## config.mk

```make
export PLATFORM = sky130hd
export DESIGN_NAME = esa_ctrl
export DESIGN_NICKNAME = d
export VERILOG_FILES = /design/src/rtl/core/esa_pkg.sv /design/src/rtl/core/esa_ctrl.sv
export SDC_FILE = /design/constraint.sdc
export NUM_CORES = 1
export LEC_CHECK = 0
export ABC_AREA = 1
export BUFFER_PORTS_ARGS = -buffer_cell sky130_fd_sc_hd__buf_2
export CORE_AREA = 10 10 47 49
export CTS_CLUSTER_DIAMETER = 120
export DETAILED_ROUTE_END_ITERATION = 16
export DIE_AREA = 0 0 57 59
export PLACE_DENSITY_LB_ADDON = 0.05
export SYNTH_ARGS = -nofsm -noshare
export SYNTH_HDL_FRONTEND = slang
export SYNTH_SLANG_ARGS = --single-unit
```

## constraint.sdc

```tcl
create_clock -name clk -period 1 [get_ports clk]
set_input_delay 0.05 -clock clk [delete_from_list [all_inputs] [get_ports clk]]
set_output_delay 0.05 -clock clk [all_outputs]
set_load 0.01 [all_outputs]
```

## src/rtl/core/esa_pkg.sv

```systemverilog
// ----------------------------------------------------------------------------
// esa_pkg: shared definitions for the entity slot allocator
// Field widths, request and status codes, default sizes and the
// controller-to-datapath command bundle.
// ----------------------------------------------------------------------------
package esa_pkg;

  // default table sizes
  localparam int ESA_ENTITY_SLOTS    = 256;
  localparam int ESA_COMPONENT_TYPES = 32;

  // slots per group in the free-slot search
  localparam int ESA_GROUP = 16;

  // fixed field widths
  localparam int OP_W  = 3;
  localparam int ID_W  = 8;
  localparam int CI_W  = 5;
  localparam int ST_W  = 2;
  localparam int CNT_W = 8;

  // request codes
  typedef enum logic [OP_W-1:0] {
    OP_ALLOC  = 3'd0,
    OP_FREE   = 3'd1,
    OP_ADD    = 3'd2,
    OP_REMOVE = 3'd3,
    OP_HAS    = 3'd4,
    OP_VALID  = 3'd5
  } esa_op_t;

  // result status codes
  typedef enum logic [ST_W-1:0] {
    ST_OK      = 2'd0,
    ST_FULL    = 2'd1,
    ST_INVALID = 2'd2
  } esa_status_t;

  // controller commands to the datapath
  typedef struct packed {
    logic accept;  // request transfer: latch it and read the mask
    logic commit;  // finish the request: update state, load the result
  } esa_cmd_t;

endpackage

```

## src/rtl/core/esa_ctrl.sv

```systemverilog
// ----------------------------------------------------------------------------
// esa_ctrl: request sequencer
// Two-state controller: take a request, then finish it once the result
// register is free. Drives the handshakes and the datapath commands.
// ----------------------------------------------------------------------------
module esa_ctrl import esa_pkg::*; (
  input  logic     clk,
  input  logic     rst_n,
  input  logic     in_valid,
  output logic     in_ready,
  output logic     out_valid,
  input  logic     out_ready,
  output esa_cmd_t cmd
);

  typedef enum logic [1:0] {
    S_IDLE = 2'b01,
    S_EXEC = 2'b10
  } state_t;

  state_t state_r, state_nxt;
  logic   out_valid_r, out_valid_nxt;
  logic   out_free;

  // handshake and commands
  assign in_ready   = (state_r == S_IDLE);
  assign out_free   = !out_valid_r || out_ready;
  assign cmd.accept = in_valid && in_ready;
  assign cmd.commit = (state_r == S_EXEC) && out_free;

  // next state
  always_comb begin
    state_nxt = state_r;
    case (state_r)
      S_IDLE: begin
        if (cmd.accept) state_nxt = S_EXEC;
      end
      S_EXEC: begin
        if (cmd.commit) state_nxt = S_IDLE;
      end
      default: state_nxt = S_IDLE;
    endcase
  end

  // result valid flag
  always_comb begin
    out_valid_nxt = out_valid_r;
    if (cmd.commit) begin
      out_valid_nxt = 1'b1;
    end else if (out_ready) begin
      out_valid_nxt = 1'b0;
    end
  end

  always_ff @(posedge clk) begin
    if (!rst_n) begin
      state_r     <= S_IDLE;
      out_valid_r <= 1'b0;
    end else begin
      state_r     <= state_nxt;
      out_valid_r <= out_valid_nxt;
    end
  end

  assign out_valid = out_valid_r;

endmodule

```

=== Yosys cells after proc, flatten, opt, wreduce, memory -nomap -nowiden ===
Cells that the tools add are included.

* Bits in registers: 3
* Output and inout port bits: 4
* Input port bits: 4
* Logic and storage cells: 17

* Reductions and logical operators: 6
* Multiplexer cells: 5
* Equality and inequality tests: 4

{| class="wikitable"
|+ Operators by type and width
! kind !! count
|-
| 2-bit two-way mux || 2
|-
| 2-bit case mux with 2 select lines || 1
|-
| 2-bit by 1-bit equality test with 1-bit output, second input constant || 1
|-
| 2-bit equality test, second input constant || 1
|-
| 1-bit logical AND || 2
|-
| 1-bit two-way mux || 2
|-
| 2-bit by 1-bit != test with 1-bit output, second input constant || 1
|-
| 2-bit != test, second input constant || 1
|-
| 2-bit AND reduction || 1
|-
| 2-bit nonzero test || 1
|-
| 1-bit zero test || 1
|-
| 1-bit logical OR || 1
|}

=== Logic depth before layout (Yosys ltp) ===
Gate-level depths: netlist of the first run.

* Word-level depth: 5
* Gate-level depth with buffers: 5
* Gate-level depth less buffers: 5

=== Worst setup path before layout of the first run ===
Ideal clock, no wire load.

* Path type: reg2reg
* Start: reg out_valid_r, in the netlist out_valid
* End: reg state_r[0]
* Buffers on the path: 0
* Required time: 888 ps
* Clock period less this slack: 786 ps
* Library setup time: 112 ps
* Stages on the path, launching flop included: 6
* Arrival time: 674 ps
* Slack: 214 ps
* Path through: dfxtp_1 > inv_1 > nor2_4 > nand2_2 > nand2_1 > nand2_1

* Word-level cells in the longest chain between the ends: 5

{| class="wikitable"
|+ Ends and longest elaborated chain
! what !! line !! RTL
|-
| start, declared || esa_ctrl.sv:22 || <nowiki>logic out_valid_r, out_valid_nxt;</nowiki>
|-
| start signal, assigned || esa_ctrl.sv:61 || <nowiki>out_valid_r <= out_valid_nxt;</nowiki>
|-
| 1-bit zero test || esa_ctrl.sv:27 || <nowiki>assign out_free = !out_valid_r || out_ready;</nowiki>
|-
| 1-bit logical OR || esa_ctrl.sv:27 ||
|-
| 1-bit logical AND || esa_ctrl.sv:29 || <nowiki>assign cmd.commit = (state_r == S_EXEC) && out_free;</nowiki>
|-
| 2-bit != test (no source line) || -- ||
|-
| 2-bit AND reduction (no source line) || -- ||
|-
| end signal, assigned || esa_ctrl.sv:60 || <nowiki>state_r <= state_nxt;</nowiki>
|-
| end, declared || esa_ctrl.sv:21 || <nowiki>state_t state_r, state_nxt;</nowiki>
|}

No other way between the ends.
A chain may end at the register's enable or synchronous reset.

==> results of run 1 <==
-- cells by family (layout without fill, tap and decap cells) --
group,after synthesis,in the layout
AO/OA/AOI/OAI,2,2
buffers and inverters,6,16
flip-flops,3,3
AND/OR/NAND/NOR,8,8
-- power groups by stage --
stage	Clock (mW)	Combinational [mW]	Sequential (mW)
global route	0.226	0.0520	0.132
CTS	0.224	0.0458	0.132
floorplan	0	0.0258	0.132
global placement	0	0.0459	0.133
detailed placement	0	0.0454	0.132
finish	0.211	0.0452	0.132
-- through the flow --
stage	worst slack, ps	utilization, %	hold slack [ps]	cells
final	53.31	16.61	11.14	45
after CTS	15.07	16.25	2.027	45
after global routing	-13.00	16.61	20.09	45
after detailed placement	210.6	14.29	257.6	41
after floorplan	213.5	-	118.7	19
after global placement	199.5	14.29	259.1	41
-- timing repair --
item | in CTS | in global routing
gates cloned | 0 | 0
gates resized for setup | 3 | 1
endpoints found under the setup margin | 2 | 1
-- sequential cells by signal, summed over array words and instances (netlist names) --
| name | flops |
|---|---|
| out_valid | 1 |
| state_r | 2 |
-- worst reg2reg max path, delay by kind of cell (launching register included) --
family / cells / cell delay, ps
AND/OR/NAND/NOR: 4 / 290
flip-flops: 1 / 310
buffers and inverters: 1 / 60
-- final cells by class --
cell class	instances	area, µm²	share of cell area, %
Clock buffer	4	26.28	11.29
Inverter	5	18.77	8.065
Multi-Input combinational cell	10	71.32	30.65
Sequential cell	3	61.31	26.34
Tap cell	16	20.02	8.602
Timing Repair Buffer	7	35.03	15.05
-- layer usage --
metal / part of all wire (%) / up-vias
met4: 7.2 / 0
met2: 35 / 8
met3: 22 / 4
met1: 35 / 51
met5: 0 / -
li1: - / 77
-- cells in the final DEF, fill, tap and decap left out, drive strengths merged --
master and n:
a21oi 1, buf 7, clkbuf 4, dfxtp 3, inv 5, nand2 4, nand3 1, nor2 2
nor3 1, o21a 1
-- worst paths after layout --
check	endpoint	cells after the start	start	slack [ps]
setup / recovery	cmd[1]	4	state_r[1]$_SDFFE_PN0P_	50
hold / removal	state_r[0]$_SDFFE_PN1P_	2	rst_n	10
hold reg to reg	state_r[1]$_SDFFE_PN0P_	2	state_r[0]$_SDFFE_PN1P_	540
setup reg to reg	state_r[0]$_SDFFE_PN1P_	5	state_r[1]$_SDFFE_PN0P_	240
==> impl_metrics.py, run 1 <==
metrics = {
    "power": {
        "leakagePower_nw": 0.1149,
        "switchingPower_uw": 92.46,
        "p_clk_share_pct": 54.4,
        "design_power_total_uw": 388.0,
        "internal-power_uw": 295.5,
        "power_frac_comb_pct": 11.7,
        "ir_drop_v": 0.0002744,
        "switching_share_pct": 23.83,
        "seq_power_share_pct": 34.0,
        "power_density_nw_per_um2": 1667,
    },
    "global_routing": {
        "grt_util_met3_pct": 3.004,
        "antenna_found_initial": 0,
        "busiest_layer": "met4",
        "overflow": 0,
        "grt_util_met2_pct": 2.481,
        "grt.total_usage_pct": 2.894,
        "grt_pass1_vias": 150,
        "grt_util_met1_pct": 2.254,
        "grt_pass1_wl_um": 593,
        "grt_max_degree": 5,
    },
    "setup_path": {
        "critPathCaptureType": "output pin",
        "crit_required_ps": 950,
        "critical_path_class": "reg -> out",
        "cp.arrival_ps": 900,
        "path_max_fanout": 4,
        "slowest_delay_ps": 290,
        "path_buf_inv": 3,
        "crit_slowest_cell": "dfxtp_1",
        "startpoint_type": "register",
        "path_cells": "inv_2 > nand3_2 > inv_1 > buf_2",
        "critPathTopFamily": "flip-flops",
    },
    "logic_synthesis": {
        "synth_top_family_by_area": "simple AND/OR/NAND/NOR gates",
        "synth_top_area_share_pct": 39.34,
        "synth_commonest_cells": "5 x inv_1, 3 x dfxtp_1, 3 x nand2_1",
        "synthAdderAreaFrac_pct": 0,
        "synth_edf_count": 0,
        "synth_compound_area_share_pct": 10.66,
        "synth_xor_area_share_pct": 0,
        "netlist_area_um2": 152.6,
        "yosysWarnings": 0,
        "syn_inst": 19,
        "synth_flop_cell": "dfxtp_1",
        "synth_most_common_cell": "inv_1",
        "post_synth.cell_area_avg_um2": 8.034,
        "synth-simple-area-share_pct": 32.79,
        "async_reset_ff_share_pct": 0,
        "synth.mux.area_fraction_pct": 0,
        "ys_ff_latch": 3,
        "synth_fp_nets": 23,
        "yosys.area.top_type": "dfxtp_1",
        "seq_area_frac_synth_pct": 39.34,
        "synth.distinct_cells": 11,
        "yosys-top-cells-area": "dfxtp_1 39%, inv_1 12%, nand2_1 7.4%",
    },
    "cts": {
        "numCtsBuffers": 3,
        "postCtsSetupBuffers": 0,
        "clock_sinks": 3,
        "root_buffer": "clkbuf_4",
        "cts_max_level": 1,
        "clockBufferDepth": 2,
        "path_clk_slew_ps": 40,
        "cts_hold_buffers": 0,
        "clock_latency_ps": 230,
        "cts_tree": "done",
    },
    "finish": {
        "fin_area_um2": 232.7,
        "diodes": 0,
        "fin_nets": 34,
        "fillers": 178,
        "syn_to_final_growth_pct": 52.46,
        "drive_gt1_share_pct": 65.52,
    },
    "die": {
        "pin_count": 8,
        "chipWidth_um": 57,
        "core-area_um2": 1401,
        "die_y_um": 59,
        "row_count": 14,
        "initial_core_util_pct": 10.89,
        "dieArea_um2": 3363,
    },
    "sta": {
        "finalSetupViolations": 0,
        "hold_viol": 0,
        "fmax_ghz": 1.056,
        "rsz0062_at_grt": "yes",
        "fin_worst_skew_ps": 3.077,
        "finalSetupTns_ps": 0,
        "slew_headroom_pct": 92.42,
        "fin_crit_sh_pct": 94.67,
        "drv_slew": 0,
        "worst_pin_slew_ps": 113.5,
        "period_needed_ps": 946.7,
    },
    "route": {
        "wl_per_cell_um": 8.667,
        "vias": 140,
        "drc": 0,
        "drt-total-wl_um": 390,
        "drt_iter0_drc": 0,
        "vias_per_cell": 3.111,
        "first_pass_iters": 1,
        "ant_nets": 0,
    },
    "placement": {
        "port_buffers": 7,
        "place_area_um2": 200.2,
        "gp_congestion": 0.6220,
        "place_hpwl_um": 328.9,
    },
    "run_status": {
        "status": "finished clean",
    },
    "min_path": {
        "hp-class": "in -> reg",
    },
    "run": {
        "cap_viol_max_count": 0,
    },
}
Note: power is estimated with default switching activity, not from simulation.
==> inputs of run 2 (changes only) <==
--- a/config.mk
+++ b/config.mk
@@ -12,6 +12,7 @@
 export DETAILED_ROUTE_END_ITERATION = 16
 export DIE_AREA = 0 0 57 59
 export PLACE_DENSITY_LB_ADDON = 0.05
+export REMOVE_ABC_BUFFERS = 1
 export SYNTH_ARGS = -nofsm -noshare
 export SYNTH_HDL_FRONTEND = slang
 export SYNTH_SLANG_ARGS = --single-unit
==> run 2 against run 1 <==
Clock skew decreased by 2.3 ps; final cell count is 2.2% higher; total power grew 2.0%; register-to-register slack got worse by 20 ps; global-route usage decreased by 0.35 points; setup slack got worse by 4.0 ps; routed wire length shrank 1.0%; die area unchanged; first-iteration DRC count did not move; critical path type unchanged; largest cell class unchanged; largest power group unchanged.
==> impl_metrics.py, run 2 (synthesis gave the netlist of run 1 again) <==
metrics = {
    "die": {
        "initial_core_util_pct": 10.89,
        "dieArea_um2": 3363,
        "die_y_um": 59,
        "pin_count": 8,
        "core-area_um2": 1401,
        "row_count": 14,
        "chipWidth_um": 57,
    },
    "finish": {
        "diodes": 0,
        "largest_reg_flops": 2,
        "drive_gt1_share_pct": 63.33,
        "syn_to_final_growth_pct": 63.93,
        "largest_register": "state_r",
        "final_common_cell": "buf_2",
        "fin_nets": 35,
        "instances_no_fill": 46,
        "fin_area_um2": 250.2,
        "final_cell_mix": "7 x buf_2, 3 x nand2_1, 3 x inv_1, 3 x clkbuf_4",
    },
    "global_routing": {
        "grt_max_degree": 5,
        "grt_pass1_vias": 143,
        "overflow": 0,
        "grt.total_usage_pct": 2.546,
        "antenna_found_initial": 0,
        "grt_pass1_wl_um": 586,
    },
    "power": {
        "ir_drop_v": 0.0003445,
        "power_density_nw_per_um2": 1581,
        "leakagePower_nw": 0.1199,
        "design_power_total_uw": 395.6,
    },
    "route": {
        "wl_met3_um": 33,
        "ant_nets": 0,
        "highest_layer": "met4",
        "drt_iter0_drc": 0,
        "wl_per_cell_um": 8.391,
        "vias_per_cell": 3.109,
        "vias": 143,
        "drt-total-wl_um": 386,
        "wl_met2_um": 156,
        "first_pass_iters": 1,
        "drc": 0,
        "met1_length_um": 180,
    },
    "placement": {
        "gp_congestion": 0.6017,
        "place_hpwl_um": 317.5,
        "port_buffers": 7,
        "place_area_um2": 200.2,
        "dp.cells": 41,
    },
    "sta": {
        "fmax_ghz": 1.052,
        "finalSetupViolations": 0,
        "drv_slew": 0,
        "rsz0062_at_grt": "yes",
        "slew_headroom_pct": 91.55,
        "period_needed_ps": 950.7,
        "worst_pin_slew_ps": 126.7,
        "hold_viol": 0,
        "fin_worst_skew_ps": 0.7760,
        "fin_crit_sh_pct": 95.07,
    },
    "cts": {
        "cts_max_level": 1,
        "numCtsBuffers": 3,
        "clock_latency_ps": 230,
        "path_clk_slew_ps": 40,
        "clock_sinks": 3,
        "root_buffer": "clkbuf_4",
        "cts_tree": "done",
        "clockBufferDepth": 2,
    },
    "setup_path": {
        "crit_slowest_cell": "dfxtp_1",
        "critPathCaptureType": "output pin",
        "path_cells": "inv_2 > nor2_4 > nor3_2 > buf_2",
        "cp.arrival_ps": 900,
        "path_buf_inv": 2,
        "startpoint_type": "register",
        "critPathTopFamily": "flip-flops",
        "path_max_fanout": 3,
        "crit_required_ps": 950,
        "slowest_delay_ps": 330,
        "critical_path_class": "reg -> out",
    },
    "min_path": {
        "hp-class": "in -> reg",
    },
    "run": {
        "cap_viol_max_count": 0,
    },
    "run_status": {
        "status": "finished clean",
    },
}
run 2: path summary, 6_finish.rpt:
path	startpoint	endpoint	slack, ps	depth (start not counted)
worst max-delay path	out_valid$_SDFFE_PN0P_	cmd[0]	50	4
worst min-delay path	in_valid	state_r[1]$_SDFFE_PN0P_	110	3
worst max register to register	state_r[1]$_SDFFE_PN0P_	state_r[0]$_SDFFE_PN1P_	220	5
worst min register to register	state_r[0]$_SDFFE_PN1P_	state_r[1]$_SDFFE_PN0P_	520	2
run 2: tightest hold or removal path: stages:
cell and delay (ps):
buf_2 110, nand3_4 80, a21oi_2 50
run 2: through the flow:
stage / TNS, ps / hold WS [ps] / worst slack, ps / utilization (%)
3_5_place_dp: 0 / 251.3 / 216.8 / 14.29
3_3_place_gp: 0 / 252.8 / 196.9 / 14.29
4_1_cts: 0 / 101.2 / 4.586 / 16.96
6_report: 0 / 109.1 / 49.30 / 17.86
5_1_grt: -24.29 / 132.6 / -24.29 / 17.86
2_1_floorplan: 0 / 118.7 / 213.5 / -
run 2: cell type report:
cell class	count	area (µm²)
clock buffers	4	26.28
fillers	174	1151
inverters	5	18.77
multi-input cells	10	78.83
flip-flops and latches	3	61.31
well taps	16	20.02
repair buffers	8	45.04
run 2: layer usage:
metal	track usage, %	vias to the layer above
li1	-	76
met1	2.604	58
met2	2.791	7
met3	1.502	2
met4	4.027	0
met5	0	-
run 2: timing repair:
action | in CTS | in global routing
gates resized for setup | 2 | 3
endpoints found under the setup margin | 1 | 2
endpoints found under the hold margin | 1 | 0
gates cloned | 0 | 0
setup buffers | 0 | 0
hold buffers | 1 | 0
run 2: power by group:
part / leakage, nW / total [mW] / internal, mW / switching (mW)
Clock: 0.0150 / 0.211 / 0.149 / 0.0618
Combinational: 0.0806 / 0.0516 / 0.0237 / 0.0278
Sequential: 0.0243 / 0.133 / 0.127 / 0.00593
==> inputs of run 3 (changes only) <==
--- a/config.mk
+++ b/config.mk
@@ -12,6 +12,7 @@
 export DETAILED_ROUTE_END_ITERATION = 16
 export DIE_AREA = 0 0 57 59
 export PLACE_DENSITY_LB_ADDON = 0.05
+export RECOVER_POWER = 100
 export REMOVE_ABC_BUFFERS = 1
 export SYNTH_ARGS = -nofsm -noshare
 export SYNTH_HDL_FRONTEND = slang
==> constraint.sdc (replaced) <==
create_clock -name clk -period 1 [get_ports clk]
set_input_delay 0.1 -clock clk [delete_from_list [all_inputs] [get_ports clk]]
set_output_delay 0.1 -clock clk [all_outputs]
set_load 0.01 [all_outputs]
==> run 3 against run 2 <==
Utilization rose by 1.4 points; total power rose by 2.4%; register-to-register slack got worse by 120 ps; critical path depth fell by 1; highest routed layer is now met3; sequential cell count did not move; critical path type unchanged.
==> impl_metrics.py, run 3 (synthesis gave the netlist of run 1 again) <==
metrics = {
    "run_status": {
        "status": "finished clean",
    },
    "cts": {
        "cts_tree": "done",
        "path_clk_slew_ps": 40,
        "numCtsBuffers": 3,
        "clock_sinks": 3,
        "clockBufferDepth": 2,
        "root_buffer": "clkbuf_4",
        "clock_latency_ps": 230,
        "cts_max_level": 1,
    },
    "route": {
        "drt_iter0_drc": 0,
        "first_pass_iters": 1,
        "wl_per_cell_um": 8.500,
        "vias": 157,
        "drc": 0,
        "drt-total-wl_um": 408,
        "vias_per_cell": 3.271,
        "ant_nets": 0,
    },
    "sta": {
        "slew_headroom_pct": 90.64,
        "drv_slew": 0,
        "finalSetupViolations": 0,
        "period_needed_ps": 976.1,
        "worst_pin_slew_ps": 141.0,
        "holdWs_ps": 60.54,
        "fin_worst_skew_ps": 2.468,
        "fmax_ghz": 1.024,
        "rsz0062_at_grt": "yes",
        "fin_crit_sh_pct": 97.61,
        "finalSetupTns_ps": 0,
        "hold_viol": 0,
    },
    "global_routing": {
        "grt_util_met2_pct": 3.566,
        "grt_util_met3_pct": 2.146,
        "antenna_found_initial": 0,
        "grt_pass1_vias": 172,
        "busiest_layer": "met4",
        "grt_max_degree": 5,
        "grt.total_usage_pct": 2.936,
        "grt_pass1_wl_um": 696,
        "grt_util_met1_pct": 2.725,
        "overflow": 0,
    },
    "finish": {
        "drive_gt1_share_pct": 71.88,
        "syn_to_final_growth_pct": 77.05,
        "fin_nets": 37,
        "final_cell_mix": "5 x buf_2, 4 x nand2_1, 3 x clkbuf_4, 3 x dfxtp_2, 3 x buf_4",
        "fillers": 173,
        "fin_area_um2": 270.3,
        "final_common_cell": "buf_2",
        "largest_reg_flops": 2,
        "diodes": 0,
        "largest_register": "state_r",
        "instances_no_fill": 48,
    },
    "setup_path": {
        "startpoint_type": "register",
        "crit_required_ps": 900,
        "critical_path_class": "reg -> out",
        "critPathCaptureType": "output pin",
        "path_max_fanout": 4,
        "cp.arrival_ps": 880,
        "regToRegSetupSlack_ps": 100,
    },
    "placement": {
        "port_buffers": 7,
        "gp_congestion": 0.6032,
        "dp.cells": 41,
        "place_area_um2": 200.2,
        "place_hpwl_um": 326,
    },
    "min_path": {
        "hp-class": "in -> reg",
    },
    "power": {
        "design_power_total_uw": 405.1,
        "power_density_nw_per_um2": 1499,
        "leakagePower_nw": 0.1258,
        "ir_drop_v": 0.0004415,
    },
    "die": {
        "initial_core_util_pct": 10.89,
        "chipWidth_um": 57,
        "dieArea_um2": 3363,
        "core-area_um2": 1401,
        "pin_count": 8,
        "die_y_um": 59,
        "row_count": 14,
    },
    "run": {
        "cap_viol_max_count": 0,
    },
}
==> run 3: critical path, stage by stage, from the launching register on <==
cell     delay [ps]
dfxtp_2         330
inv_4            50
nor3_2          130
buf_2           150
==> run 3: final timing paths <==
| kind | startpoint | endpoint | cells after the start |
|---|---|---|---|
| setup / recovery | state_r[1]$_SDFFE_PN0P_ | cmd[0] | 3 |
| hold / removal | rst_n | state_r[0]$_SDFFE_PN1P_ | 2 |
| setup reg to reg | state_r[1]$_SDFFE_PN0P_ | state_r[0]$_SDFFE_PN1P_ | 6 |
| hold reg to reg | state_r[0]$_SDFFE_PN1P_ | out_valid$_SDFFE_PN0P_ | 2 |
==> run 3: metrics by stage <==
step,utilization (%),worst slack [ps]
finish,19.29,23.87
global route,19.29,-30.55
CTS,18.93,2.186
detailed placement,14.29,180.7
global placement,14.29,178.3
floorplan,-,186.6
==> run 3: timing repair <==
| action | in CTS | in global routing |
|---|---|---|
| pin swaps | 2 | 0 |
| gates resized for setup | 7 | 3 |
| buffers inserted | 3 | 0 |
| hold buffers | 0 | 0 |
| setup endpoints to repair | 2 | 3 |
==> run 3: metal layers <==
layer	wire (µm)	part of all wire, %	vias up
met5	0	0	-
met4	0	0	0
met3	32	7.8	0
met2	191	47	5
met1	184	45	71
li1	-	-	81
==> run 3: cell type report <==
class / instances / area [µm²] / share of cell area, %
sequential: 3 / 63.81 / 23.61
tap: 16 / 20.02 / 7.407
multi-input combinational: 10 / 76.32 / 28.24
clock buffer: 4 / 26.28 / 9.722
timing repair buffer: 10 / 62.56 / 23.15
inverter: 5 / 21.27 / 7.870
==> run 3: report_power, final <==
part,internal (mW),switching [mW],total [mW]
clock,0.149,0.0592,0.208
combinational,0.0327,0.0297,0.0625
sequential,0.128,0.00674,0.134
total,0.310,0.0956,0.405
